<file path="src/sv/pmu_cma_pkg.sv">
// ----------------------------------------------------------------------------
// pmu_cma_pkg
// Shared widths, event-code field constants and the storage-subsystem shift
// table of the performance-counter mux assigner.
// ----------------------------------------------------------------------------
`default_nettype none

package pmu_cma_pkg;

  localparam int EVENT_W = 24;
  localparam int WORD_W  = 64;
  localparam int CTR_W   = 2;
  localparam int COUNT_W = 3;
  localparam int SEL_W   = 7;
  localparam int UNIT_W  = 4;
  localparam int NUM_CTR = 4;
  localparam int NUM_LANE = 4;
  localparam int NUM_UNIT = 14;

  // unit codes
  localparam logic [UNIT_W-1:0] UNIT_ISU0     = 4'd1;
  localparam logic [UNIT_W-1:0] UNIT_ISU0_ALT = 4'd6;
  localparam logic [UNIT_W-1:0] UNIT_GRS      = 4'd7;
  localparam logic [UNIT_W-1:0] UNIT_MAX      = 4'hc;
  localparam logic [UNIT_W-1:0] UNIT_HI_BYTE  = 4'hc;
  localparam logic [UNIT_W-1:0] UNIT_HI_LANE  = 4'hd;

  // counter select codes
  localparam logic [SEL_W-1:0] SEL_TWEAK_MASK  = 7'h58;
  localparam logic [SEL_W-1:0] SEL_TWEAK_MATCH = 7'h40;
  localparam logic [SEL_W-1:0] SEL_ALT_LANE    = 7'h10;
  localparam logic [SEL_W-1:0] SEL_ADDER_A     = 7'h08;
  localparam logic [SEL_W-1:0] SEL_ADDER_B     = 7'h10;
  localparam logic [SEL_W-1:0] SEL_ADDER_C     = 7'h28;

  localparam logic [2:0] PC_MAX = 3'd4;

  // storage-subsystem select position, chosen by the low select bits
  function automatic logic [5:0] grs_shift(input logic [2:0] sel_lo);
    logic [5:0] sh;
    case (sel_lo)
      3'd0, 3'd1, 3'd2: sh = 6'd46;
      3'd3, 3'd4, 3'd5: sh = 6'd44;
      3'd6:             sh = 6'd41;
      default:          sh = 6'd39;
    endcase
    return sh;
  endfunction

endpackage

`default_nettype wire

</file>
<file path="src/sv/pmu_cma_if.sv">
// ----------------------------------------------------------------------------
// pmu_cma_if
// Valid/ready channels of the mux assigner: event beats in, result beats out.
// ----------------------------------------------------------------------------
`default_nettype none

interface pmu_cma_in_if;
  import pmu_cma_pkg::*;

  logic               valid;
  logic               ready;
  logic [EVENT_W-1:0] event_code;
  logic               last_event;

  modport source (output valid, output event_code, output last_event, input ready);
  modport sink   (input valid, input event_code, input last_event, output ready);
endinterface

interface pmu_cma_out_if;
  import pmu_cma_pkg::*;

  logic               valid;
  logic               ready;
  logic               status;
  logic [WORD_W-1:0]  mux_control_word;
  logic               first_counter_cond_enable;
  logic               other_counters_cond_enable;
  logic [CTR_W-1:0]   counter_for_event0;
  logic [CTR_W-1:0]   counter_for_event1;
  logic [CTR_W-1:0]   counter_for_event2;
  logic [CTR_W-1:0]   counter_for_event3;
  logic [COUNT_W-1:0] events_in_set;

  modport source (
    output valid, output status, output mux_control_word,
    output first_counter_cond_enable, output other_counters_cond_enable,
    output counter_for_event0, output counter_for_event1,
    output counter_for_event2, output counter_for_event3,
    output events_in_set, input ready
  );
  modport sink (
    input valid, input status, input mux_control_word,
    input first_counter_cond_enable, input other_counters_cond_enable,
    input counter_for_event0, input counter_for_event1,
    input counter_for_event2, input counter_for_event3,
    input events_in_set, output ready
  );
endinterface

`default_nettype wire

</file>
<file path="src/sv/pmu_counter_mux_assigner_top.sv">
// ----------------------------------------------------------------------------
// pmu_counter_mux_assigner_top
// Collects a set of event codes and assigns counters and mux selects.
// ----------------------------------------------------------------------------
// Event beats are taken one per cycle while idle and buffered until the beat
// marked last_event. The buffered events are then walked twice through one
// shared event decode: a CHECK step per event for conflict checks (counter
// numbers, byte lanes, unit codes), a MUXSEL step for the unit-mux choice
// and lane selects, and an ASSIGN step per event for counter assignment and
// control-word build, then FINISH loads the result register; events.ready is
// low from the last beat until then. A set with more than EVENT_SLOTS events
// skips the walk and is rejected. Event beats are taken again while the result
// waits to be read; a finished set waits for the result register to empty.
`default_nettype none

module pmu_counter_mux_assigner_top #(
  parameter int EVENT_SLOTS = 4
) (
  input  wire           clk,
  input  wire           rst,
  pmu_cma_in_if.sink    events,
  pmu_cma_out_if.source results
);
  import pmu_cma_pkg::*;

  localparam int IDX_W = (EVENT_SLOTS > 1) ? $clog2(EVENT_SLOTS) : 1;

  typedef enum logic [2:0] {
    IDLE,
    CHECK,
    MUXSEL,
    ASSIGN,
    FINISH
  } state_t;

  state_t state;

  logic [EVENT_W-1:0] event_store [EVENT_SLOTS];
  logic [COUNT_W-1:0] event_count;
  logic               too_many_events;
  logic [COUNT_W-1:0] idx;
  logic               bad;
  logic [NUM_CTR-1:0] inuse;
  logic [NUM_LANE-1:0] lane_valid;
  logic [UNIT_W-1:0]  lane_unit [NUM_LANE];
  logic [NUM_UNIT-1:0] used;
  logic [WORD_W-1:0]  word;
  logic [CTR_W-1:0]   ctr [NUM_CTR];

  logic               out_valid;
  logic               out_status;
  logic [WORD_W-1:0]  out_word;
  logic               out_first_en;
  logic               out_other_en;
  logic [CTR_W-1:0]   out_ctr [NUM_CTR];
  logic [COUNT_W-1:0] out_count;

  // ---------------------------------------------------------------- beat intake
  logic               in_fire;
  logic               store_ok;
  logic [COUNT_W-1:0] count_next;
  logic               too_many_next;

  assign events.ready = (state == IDLE);
  assign in_fire      = events.valid && events.ready;
  assign store_ok     = (event_count < COUNT_W'(EVENT_SLOTS));

  always_comb begin
    count_next    = event_count;
    too_many_next = too_many_events;
    if (store_ok) begin
      count_next = event_count + 3'd1;
    end else begin
      too_many_next = 1'b1;
    end
  end

  // ---------------------------------------------------------------- shared per-event step
  logic [EVENT_W-1:0] cur;
  logic [3:0]         cur_pc;
  logic [UNIT_W-1:0]  cur_unit;
  logic [2:0]         cur_byte;
  logic               cur_bus;
  logic [SEL_W-1:0]   cur_sel;

  assign cur      = event_store[idx[IDX_W-1:0]];
  assign cur_pc   = cur[23:20];
  assign cur_unit = cur[19:16];
  assign cur_byte = cur[14:12];
  assign cur_bus  = cur[7];
  assign cur_sel  = cur[6:0];

  // check pass
  logic                chk_err;
  logic [NUM_CTR-1:0]  chk_inuse;
  logic [NUM_LANE-1:0] chk_lane_valid;
  logic [UNIT_W-1:0]   chk_lane_unit [NUM_LANE];
  logic [NUM_UNIT-1:0] chk_used;
  logic [1:0]          chk_pc;
  logic [UNIT_W-1:0]   chk_unit;
  logic [1:0]          chk_lane;

  always_comb begin
    chk_err        = 1'b0;
    chk_inuse      = inuse;
    chk_lane_valid = lane_valid;
    chk_lane_unit  = lane_unit;
    chk_used       = used;
    chk_pc         = 2'(cur_pc - 4'd1);
    chk_unit       = cur_unit;
    chk_lane       = cur_byte[1:0];
    if (cur_pc != 4'd0) begin
      if (cur_pc > 4'(PC_MAX) || inuse[chk_pc]) begin
        chk_err = 1'b1;
      end else begin
        chk_inuse[chk_pc] = 1'b1;
      end
    end
    if (cur_bus) begin
      if (cur_unit > UNIT_MAX) begin
        chk_err = 1'b1;
      end else begin
        if (cur_unit == UNIT_ISU0_ALT) begin
          chk_unit = UNIT_ISU0;
        end
        if (cur_byte[2]) begin
          if (chk_unit != UNIT_HI_BYTE) begin
            chk_err = 1'b1;
          end
          chk_unit = UNIT_HI_LANE;
        end
        if (lane_valid[chk_lane] && lane_unit[chk_lane] != chk_unit) begin
          chk_err = 1'b1;
        end
        chk_lane_valid[chk_lane] = 1'b1;
        chk_lane_unit[chk_lane]  = chk_unit;
        chk_used[chk_unit]       = 1'b1;
      end
    end
  end

  // unit-mux choice and byte-lane selects
  logic                mux_err;
  logic [NUM_UNIT-1:0] mux_used;
  logic [WORD_W-1:0]   mux_word;
  logic [UNIT_W-1:0]   mux_lane_unit;

  always_comb begin
    mux_used = used;
    mux_word = '0;
    mux_err  = 1'b0;
    mux_lane_unit = '0;
    // isu0 moves to the second mux when it shares the first with others
    if (used[1] && (used[0] || used[2] || used[3])) begin
      mux_used[6] = 1'b1;
      mux_used[1] = 1'b0;
    end
    if ((mux_used[3:0] & (mux_used[3:0] - 4'd1)) != 4'd0) begin
      mux_err = 1'b1;
    end
    if ((mux_used[7:4] & (mux_used[7:4] - 4'd1)) != 4'd0) begin
      mux_err = 1'b1;
    end
    for (int u = 0; u < 4; u++) begin
      if (mux_used[u]) begin
        mux_word[63:62] = mux_word[63:62] | 2'(u);
      end
      if (mux_used[u + 4]) begin
        mux_word[61:60] = mux_word[61:60] | 2'(u);
      end
    end
    for (int l = 0; l < NUM_LANE; l++) begin
      if (lane_valid[l]) begin
        mux_lane_unit = lane_unit[l];
        if (mux_lane_unit == UNIT_ISU0 && mux_used[6]) begin
          mux_lane_unit = UNIT_ISU0_ALT;
        end else if (mux_lane_unit == UNIT_HI_LANE) begin
          mux_word[59 - l] = 1'b1;
        end
        mux_word[55 - 2*l -: 2] = mux_lane_unit[3:2];
      end
    end
  end

  // assign pass
  logic               asg_err;
  logic [NUM_CTR-1:0] asg_inuse;
  logic [1:0]         asg_pc;
  logic               asg_found;
  logic [SEL_W-1:0]   asg_sel;
  logic [WORD_W-1:0]  asg_word;
  logic [4:0]         asg_sel_sh;

  always_comb begin
    asg_err   = 1'b0;
    asg_inuse = inuse;
    asg_pc    = 2'(cur_pc - 4'd1);
    asg_found = 1'b0;
    asg_sel   = cur_sel;
    asg_word  = word;
    if (cur_pc == 4'd0) begin
      // lowest free counter
      for (int c = NUM_CTR - 1; c >= 0; c--) begin
        if (!inuse[c]) begin
          asg_pc    = 2'(c);
          asg_found = 1'b1;
        end
      end
      if (!asg_found) begin
        asg_err = 1'b1;
      end
      asg_inuse[asg_pc] = 1'b1;
    end else if (cur_bus && cur_byte[1] &&
                 (cur_sel == SEL_ADDER_A || cur_sel == SEL_ADDER_B ||
                  cur_sel == SEL_ADDER_C)) begin
      asg_word = asg_word | (WORD_W'(1) << (6'd35 - 6'(asg_pc)));
    end
    if (cur_bus && cur_unit == UNIT_GRS) begin
      asg_word = asg_word | (WORD_W'(cur[10:8]) << grs_shift(cur_sel[2:0]));
    end
    // alternate byte lane when the low byte bit and the counter pair differ
    if ((cur_sel & SEL_TWEAK_MASK) == SEL_TWEAK_MATCH && cur_byte[0] != asg_pc[1]) begin
      asg_sel = asg_sel | SEL_ALT_LANE;
    end
    asg_sel_sh = 5'd25 - {asg_pc, 3'b000};
    asg_word   = asg_word | (WORD_W'(asg_sel) << asg_sel_sh);
  end

  // ---------------------------------------------------------------- sequencer
  logic out_free;
  logic last_step;

  assign out_free  = !out_valid || results.ready;
  assign last_step = (idx == event_count - 3'd1);

  always_ff @(posedge clk) begin
    if (rst) begin
      state           <= IDLE;
      event_count     <= '0;
      too_many_events <= 1'b0;
      idx             <= '0;
      out_valid       <= 1'b0;
    end else begin
      // a beat taken while a new set finishes is replaced in the same cycle
      if (out_valid && results.ready && state != FINISH) begin
        out_valid <= 1'b0;
      end
      case (state)
        IDLE: begin
          if (in_fire) begin
            if (store_ok) begin
              event_store[event_count[IDX_W-1:0]] <= events.event_code;
            end
            event_count     <= count_next;
            too_many_events <= too_many_next;
            if (events.last_event) begin
              idx        <= '0;
              bad        <= too_many_next;
              inuse      <= '0;
              lane_valid <= '0;
              used       <= '0;
              word       <= '0;
              for (int k = 0; k < NUM_CTR; k++) begin
                ctr[k]       <= '0;
                lane_unit[k] <= '0;
              end
              state <= too_many_next ? FINISH : CHECK;
            end
          end
        end
        CHECK: begin
          bad        <= bad | chk_err;
          inuse      <= chk_inuse;
          lane_valid <= chk_lane_valid;
          lane_unit  <= chk_lane_unit;
          used       <= chk_used;
          if (last_step) begin
            idx   <= '0;
            state <= MUXSEL;
          end else begin
            idx <= idx + 3'd1;
          end
        end
        MUXSEL: begin
          bad   <= bad | mux_err;
          word  <= mux_word;
          state <= ASSIGN;
        end
        ASSIGN: begin
          bad              <= bad | asg_err;
          inuse            <= asg_inuse;
          word             <= asg_word;
          ctr[idx[1:0]]    <= asg_pc;
          if (last_step) begin
            state <= FINISH;
          end else begin
            idx <= idx + 3'd1;
          end
        end
        FINISH: begin
          if (out_free) begin
            out_valid    <= 1'b1;
            out_status   <= bad;
            out_word     <= bad ? '0 : word;
            out_first_en <= !bad && inuse[0];
            out_other_en <= !bad && (inuse[3:1] != 3'd0);
            for (int k = 0; k < NUM_CTR; k++) begin
              out_ctr[k] <= bad ? '0 : ctr[k];
            end
            out_count       <= event_count;
            event_count     <= '0;
            too_many_events <= 1'b0;
            state           <= IDLE;
          end
        end
        default: begin
          state <= IDLE;
        end
      endcase
    end
  end

  assign results.valid                      = out_valid;
  assign results.status                     = out_status;
  assign results.mux_control_word           = out_word;
  assign results.first_counter_cond_enable  = out_first_en;
  assign results.other_counters_cond_enable = out_other_en;
  assign results.counter_for_event0         = out_ctr[0];
  assign results.counter_for_event1         = out_ctr[1];
  assign results.counter_for_event2         = out_ctr[2];
  assign results.counter_for_event3         = out_ctr[3];
  assign results.events_in_set              = out_count;

  // ---------------------------------------------------------------- assertions
  a_reject_clean: assert property (@(posedge clk) disable iff (rst)
    out_valid && out_status |-> out_word == '0 && !out_first_en && !out_other_en)
    else $error("rejected set carries a non-zero result");

  a_accept_count: assert property (@(posedge clk) disable iff (rst)
    out_valid && !out_status |->
      out_count != 3'd0 && out_count <= COUNT_W'(EVENT_SLOTS))
    else $error("accepted set with an impossible event count");

  a_walk_bound: assert property (@(posedge clk) disable iff (rst)
    (state == CHECK || state == ASSIGN) |-> idx < event_count)
    else $error("event walk beyond the stored events");

  a_last_starts: assert property (@(posedge clk) disable iff (rst)
    in_fire && events.last_event |=> state != IDLE)
    else $error("closing beat did not start the set");

  a_result_loads: assert property (@(posedge clk) disable iff (rst)
    state == FINISH && out_free |=> out_valid && state == IDLE && event_count == '0)
    else $error("finished set not loaded into the result register");

endmodule

`default_nettype wire

</file>
<file path="src/flat_wrapper.sv">
// flat-port wrapper written by rule: the top's interface ports become plain ports
module pmu_counter_mux_assigner_top_flat import pmu_cma_pkg::*;
#(
  parameter int EVENT_SLOTS = 4
)
  (clk, rst, events_valid, events_event_code, events_last_event, events_ready, results_valid, results_status, results_mux_control_word, results_first_counter_cond_enable, results_other_counters_cond_enable, results_counter_for_event0, results_counter_for_event1, results_counter_for_event2, results_counter_for_event3, results_events_in_set, results_ready);
  pmu_cma_in_if events_i ();
  pmu_cma_out_if results_i ();
  input  wire clk;
  input  wire rst;
  input wire logic [$bits(events_i.valid)-1:0] events_valid;
  input wire logic [$bits(events_i.event_code)-1:0] events_event_code;
  input wire logic [$bits(events_i.last_event)-1:0] events_last_event;
  output wire logic [$bits(events_i.ready)-1:0] events_ready;
  output wire logic [$bits(results_i.valid)-1:0] results_valid;
  output wire logic [$bits(results_i.status)-1:0] results_status;
  output wire logic [$bits(results_i.mux_control_word)-1:0] results_mux_control_word;
  output wire logic [$bits(results_i.first_counter_cond_enable)-1:0] results_first_counter_cond_enable;
  output wire logic [$bits(results_i.other_counters_cond_enable)-1:0] results_other_counters_cond_enable;
  output wire logic [$bits(results_i.counter_for_event0)-1:0] results_counter_for_event0;
  output wire logic [$bits(results_i.counter_for_event1)-1:0] results_counter_for_event1;
  output wire logic [$bits(results_i.counter_for_event2)-1:0] results_counter_for_event2;
  output wire logic [$bits(results_i.counter_for_event3)-1:0] results_counter_for_event3;
  output wire logic [$bits(results_i.events_in_set)-1:0] results_events_in_set;
  input wire logic [$bits(results_i.ready)-1:0] results_ready;
  assign events_i.valid = events_valid;
  assign events_i.event_code = events_event_code;
  assign events_i.last_event = events_last_event;
  assign events_ready = events_i.ready;
  assign results_valid = results_i.valid;
  assign results_status = results_i.status;
  assign results_mux_control_word = results_i.mux_control_word;
  assign results_first_counter_cond_enable = results_i.first_counter_cond_enable;
  assign results_other_counters_cond_enable = results_i.other_counters_cond_enable;
  assign results_counter_for_event0 = results_i.counter_for_event0;
  assign results_counter_for_event1 = results_i.counter_for_event1;
  assign results_counter_for_event2 = results_i.counter_for_event2;
  assign results_counter_for_event3 = results_i.counter_for_event3;
  assign results_events_in_set = results_i.events_in_set;
  assign results_i.ready = results_ready;
  pmu_counter_mux_assigner_top #(.EVENT_SLOTS(EVENT_SLOTS)) u_core (.clk(clk), .rst(rst), .events(events_i), .results(results_i));
endmodule
</file>
<file path="config.mk">
export PLATFORM = sky130hd
export DESIGN_NAME = pmu_counter_mux_assigner_top_flat
export DESIGN_NICKNAME = d
export VERILOG_FILES = /design/src/sv/pmu_cma_pkg.sv /design/src/sv/pmu_cma_if.sv /design/src/sv/pmu_counter_mux_assigner_top.sv /design/src/flat_wrapper.sv
export SDC_FILE = /design/constraint.sdc
export NUM_CORES = 1
export LEC_CHECK = 0
export ABC_CLOCK_PERIOD_IN_PS = 10900
export BUFFER_PORTS_ARGS = -buffer_cell sky130_fd_sc_hd__buf_2
export CAP_MARGIN = 20
export CORE_ASPECT_RATIO = 0.8
export CORE_MARGIN = 5
export CORE_UTILIZATION = 50
export DETAILED_ROUTE_END_ITERATION = 8
export GPL_ROUTABILITY_DRIVEN = 0
export PLACE_DENSITY = 0.76
export SLEW_MARGIN = 20
export SYNTH_ARGS = -nofsm -noshare
export SYNTH_HDL_FRONTEND = slang
export SYNTH_SLANG_ARGS = --single-unit
</file>
<file path="constraint.sdc">
create_clock -name clk -period 10.9 [get_ports clk]
set_input_delay 3.27 -clock clk [delete_from_list [all_inputs] [get_ports clk]]
set_output_delay 3.27 -clock clk [all_outputs]
set_load 0.005 [all_outputs]
</file>
==> qor.txt <==
status: finished, final reports clean
Finish-stage setup viols: 0
area leader, netlist: edfxtp_1
Seq cells post-synth: 284
EDFF count, synth: 271
Synth area leaders: edfxtp_1, mux4_2, nor2b_1, nor2_1, dfxtp_1
most common cell in the netlist: edfxtp_1
Netlist Area Pre-Place: 0.0121 sq mm
syn_nets: 865
Antenna Violating Nets Remaining: 0
Hold WC Path Type: flop to flop
Layout Skew: 23.8 ps
Routed WL: 24300 um
hold depth: 2
critical-path maximum fanout: 20
first-pass GRT wire length: 38200 um
clock share of power: 0.384
synthesis warning total: 0
chip height: 149 um
CTS Sinks: 284
IO buf count: 106
Pre-antenna DRT Iters: 5
Int Power: 1810 uW
CP Data Arrival Time: 1970 ps
All-Layer GR Usage: 0.176
ys flop type: edfxtp_1
CTS Hold Bufs: 0
peak supply drop: 110 uV
Syn Area/Cell: 14.6 sq um
Worst setup SP type: flop
share of the synthesized area in the top cell type: 0.674
Initial Util: 0.512
DR WL/cell: 19.1 um
number of CTS-inserted buffers: 29
worst setup path class: flop to output pin
post-layout util: 0.584
Die ar.: 0.0274 sq mm
final instance area: 0.0138 sq mm
Post-synth ARST share: 0
core area: 0.0236 sq mm
final worst path period share: 0.481
HP Start: u_core.word[60]
Critical Path Start: u_core.state[1]
1st-iter DRT viols: 770
Vias/cell: 5.61
Root Driver: clkbuf_16
largest net degree at the start of global routing: 71
worst-case clock buffer depth: 3
register area share after synthesis: 0.696
clock-pin slew on the worst setup and hold paths: 60 ps
static leakage: 0.00479 uW
final net count: 975
post-CTS setup repair buffer count: 0
final hold viol count: 0
Final HPWL DP: 16200 um
DRC: 0
Crit. End Element: output pin
most common library cells after synthesis: edfxtp_1, nor2_1, nor2b_1
Sw Ratio: 0.231
initial antenna violation count: 6
Pwr per Cell Area: 170 mW/mm^2
Vias: 7134
area grow syn2layout: 14.1%
Distinct cells, synth: 63
unrepaired setup endpoints after global routing: false
Gate power share: 0.087
CTS tree: yes
Die Wd: 184 um
Tmin final: 5240 ps
PostCTS Resize Cnt: 0
num ports: 109
FP Rows: 50
vias in the first global route: 6661
max frequency: 191 MHz
fin. max-slew vios: 0
worst r2r path cells: 7
switching power total: 542 uW
dpl cell area: 0.0129 sq mm
H-tree Lvls: 1
Setup TNS: 0 ps
Antenna diodes: 0
total of max-cap violations: 0
Rel. slew slack: 0.291
grt ovf: 0
ratio of cells with drive above 1 in the final layout: 0.211
Post-Synthesis Cells: 826
Data required, critical path: 7630 ps
Slew @ Worst Pin: 1060 ps
sequential share of power: 0.529
Worst-Skew Late Latency: 550 ps
[cells by family after synthesis]
| family | share of synthesized area |
|---|---|
| compound gates | 0.0697 |
| xor+xnor | 0.0107 |
| fa+ha+maj | 0.0112 |
| buf+inv | 0.0185 |
| flops | 0.696 |
| mux | 0.0619 |
| simple gates | 0.132 |
[power by group through the flow]
stage / Sequential (uW) / Combinational (uW) / Clock (uW)
2_1_floorplan: 1260 / 154 / 0
3_3_place_gp: 1260 / 198 / 0
3_5_place_dp: 1270 / 203 / 0
4_1_cts: 1240 / 204 / 916
5_1_grt: 1240 / 225 / 965
6_report: 1240 / 204 / 900
[critical path, stage by stage (launching register included)]
cell	delay, ps
dfxtp_1	540
nor3_1	630
buf_2	260
[registers in the layout (all words and copies together), names as in the netlist, 4 cells and up, named ones only]
name,count
u_core.inuse,4
u_core.word,64
u_core.ctr,8
u_core.event_store,88
u_core.out_ctr,8
u_core.used,8
u_core.results.mux_control_word,64
u_core.lane_valid,4
u_core.lane_unit,16
[layout by cell type, fill, tap and decap left out, drive strengths merged, types with 9 or more instances in the layout]
| master | n |
|---|---|
| nor3 | 13 |
| and2 | 10 |
| a22o | 11 |
| nand2 | 47 |
| nand3 | 10 |
| mux4 | 24 |
| and3 | 12 |
| nor2 | 97 |
| ha | 10 |
| a211oi | 15 |
| o21ai | 19 |
| a31oi | 11 |
| dfxtp | 13 |
| a21oi | 39 |
| edfxtp | 271 |
| clkbuf | 42 |
| xnor2 | 9 |
| inv | 17 |
| nor2b | 76 |
| clkinv | 10 |
| buf | 114 |
| mux2i | 18 |
[area by class of cell]
type	count	area [sq um]
fillers	1834	9820
flip-flops and latches	284	8400
multi-input cells	492	3470
clock buffers	42	795
repair buffers	114	591
well taps	312	390
clock inverters	12	67.6
inverters	15	56.3
[metrics by stage]
| step | setup slack [ps] | power [uW] | std cells | hold WS (ps) |
|---|---|---|---|---|
| after floorplan | 3780 | 1410 | 826 | 406 |
| after global placement | 5700 | 1460 | 1217 | 515 |
| after detailed placement | 5620 | 1470 | 1217 | 514 |
| after CTS | 5700 | 2360 | 1271 | 542 |
| after global routing | 5620 | 2430 | 1271 | 561 |
| final | 5660 | 2350 | 1271 | 542 |
[final timing paths]
kind,endpoint,slack (ps)
setup / recovery,events_ready,5660
hold / removal,u_core.word[60],540
setup reg to reg,u_core.inuse[1],7280
hold reg to reg,u_core.word[60],540
[metal layers]
metal	up-vias	part of all wire	global-route usage
li1	3335	-	-
met1	3456	0.47	0.273
met2	291	0.43	0.256
met3	40	0.089	0.0441
met4	12	0.013	0.0329
met5	-	0.0031	0
Power figures use the tool's default switching activity.
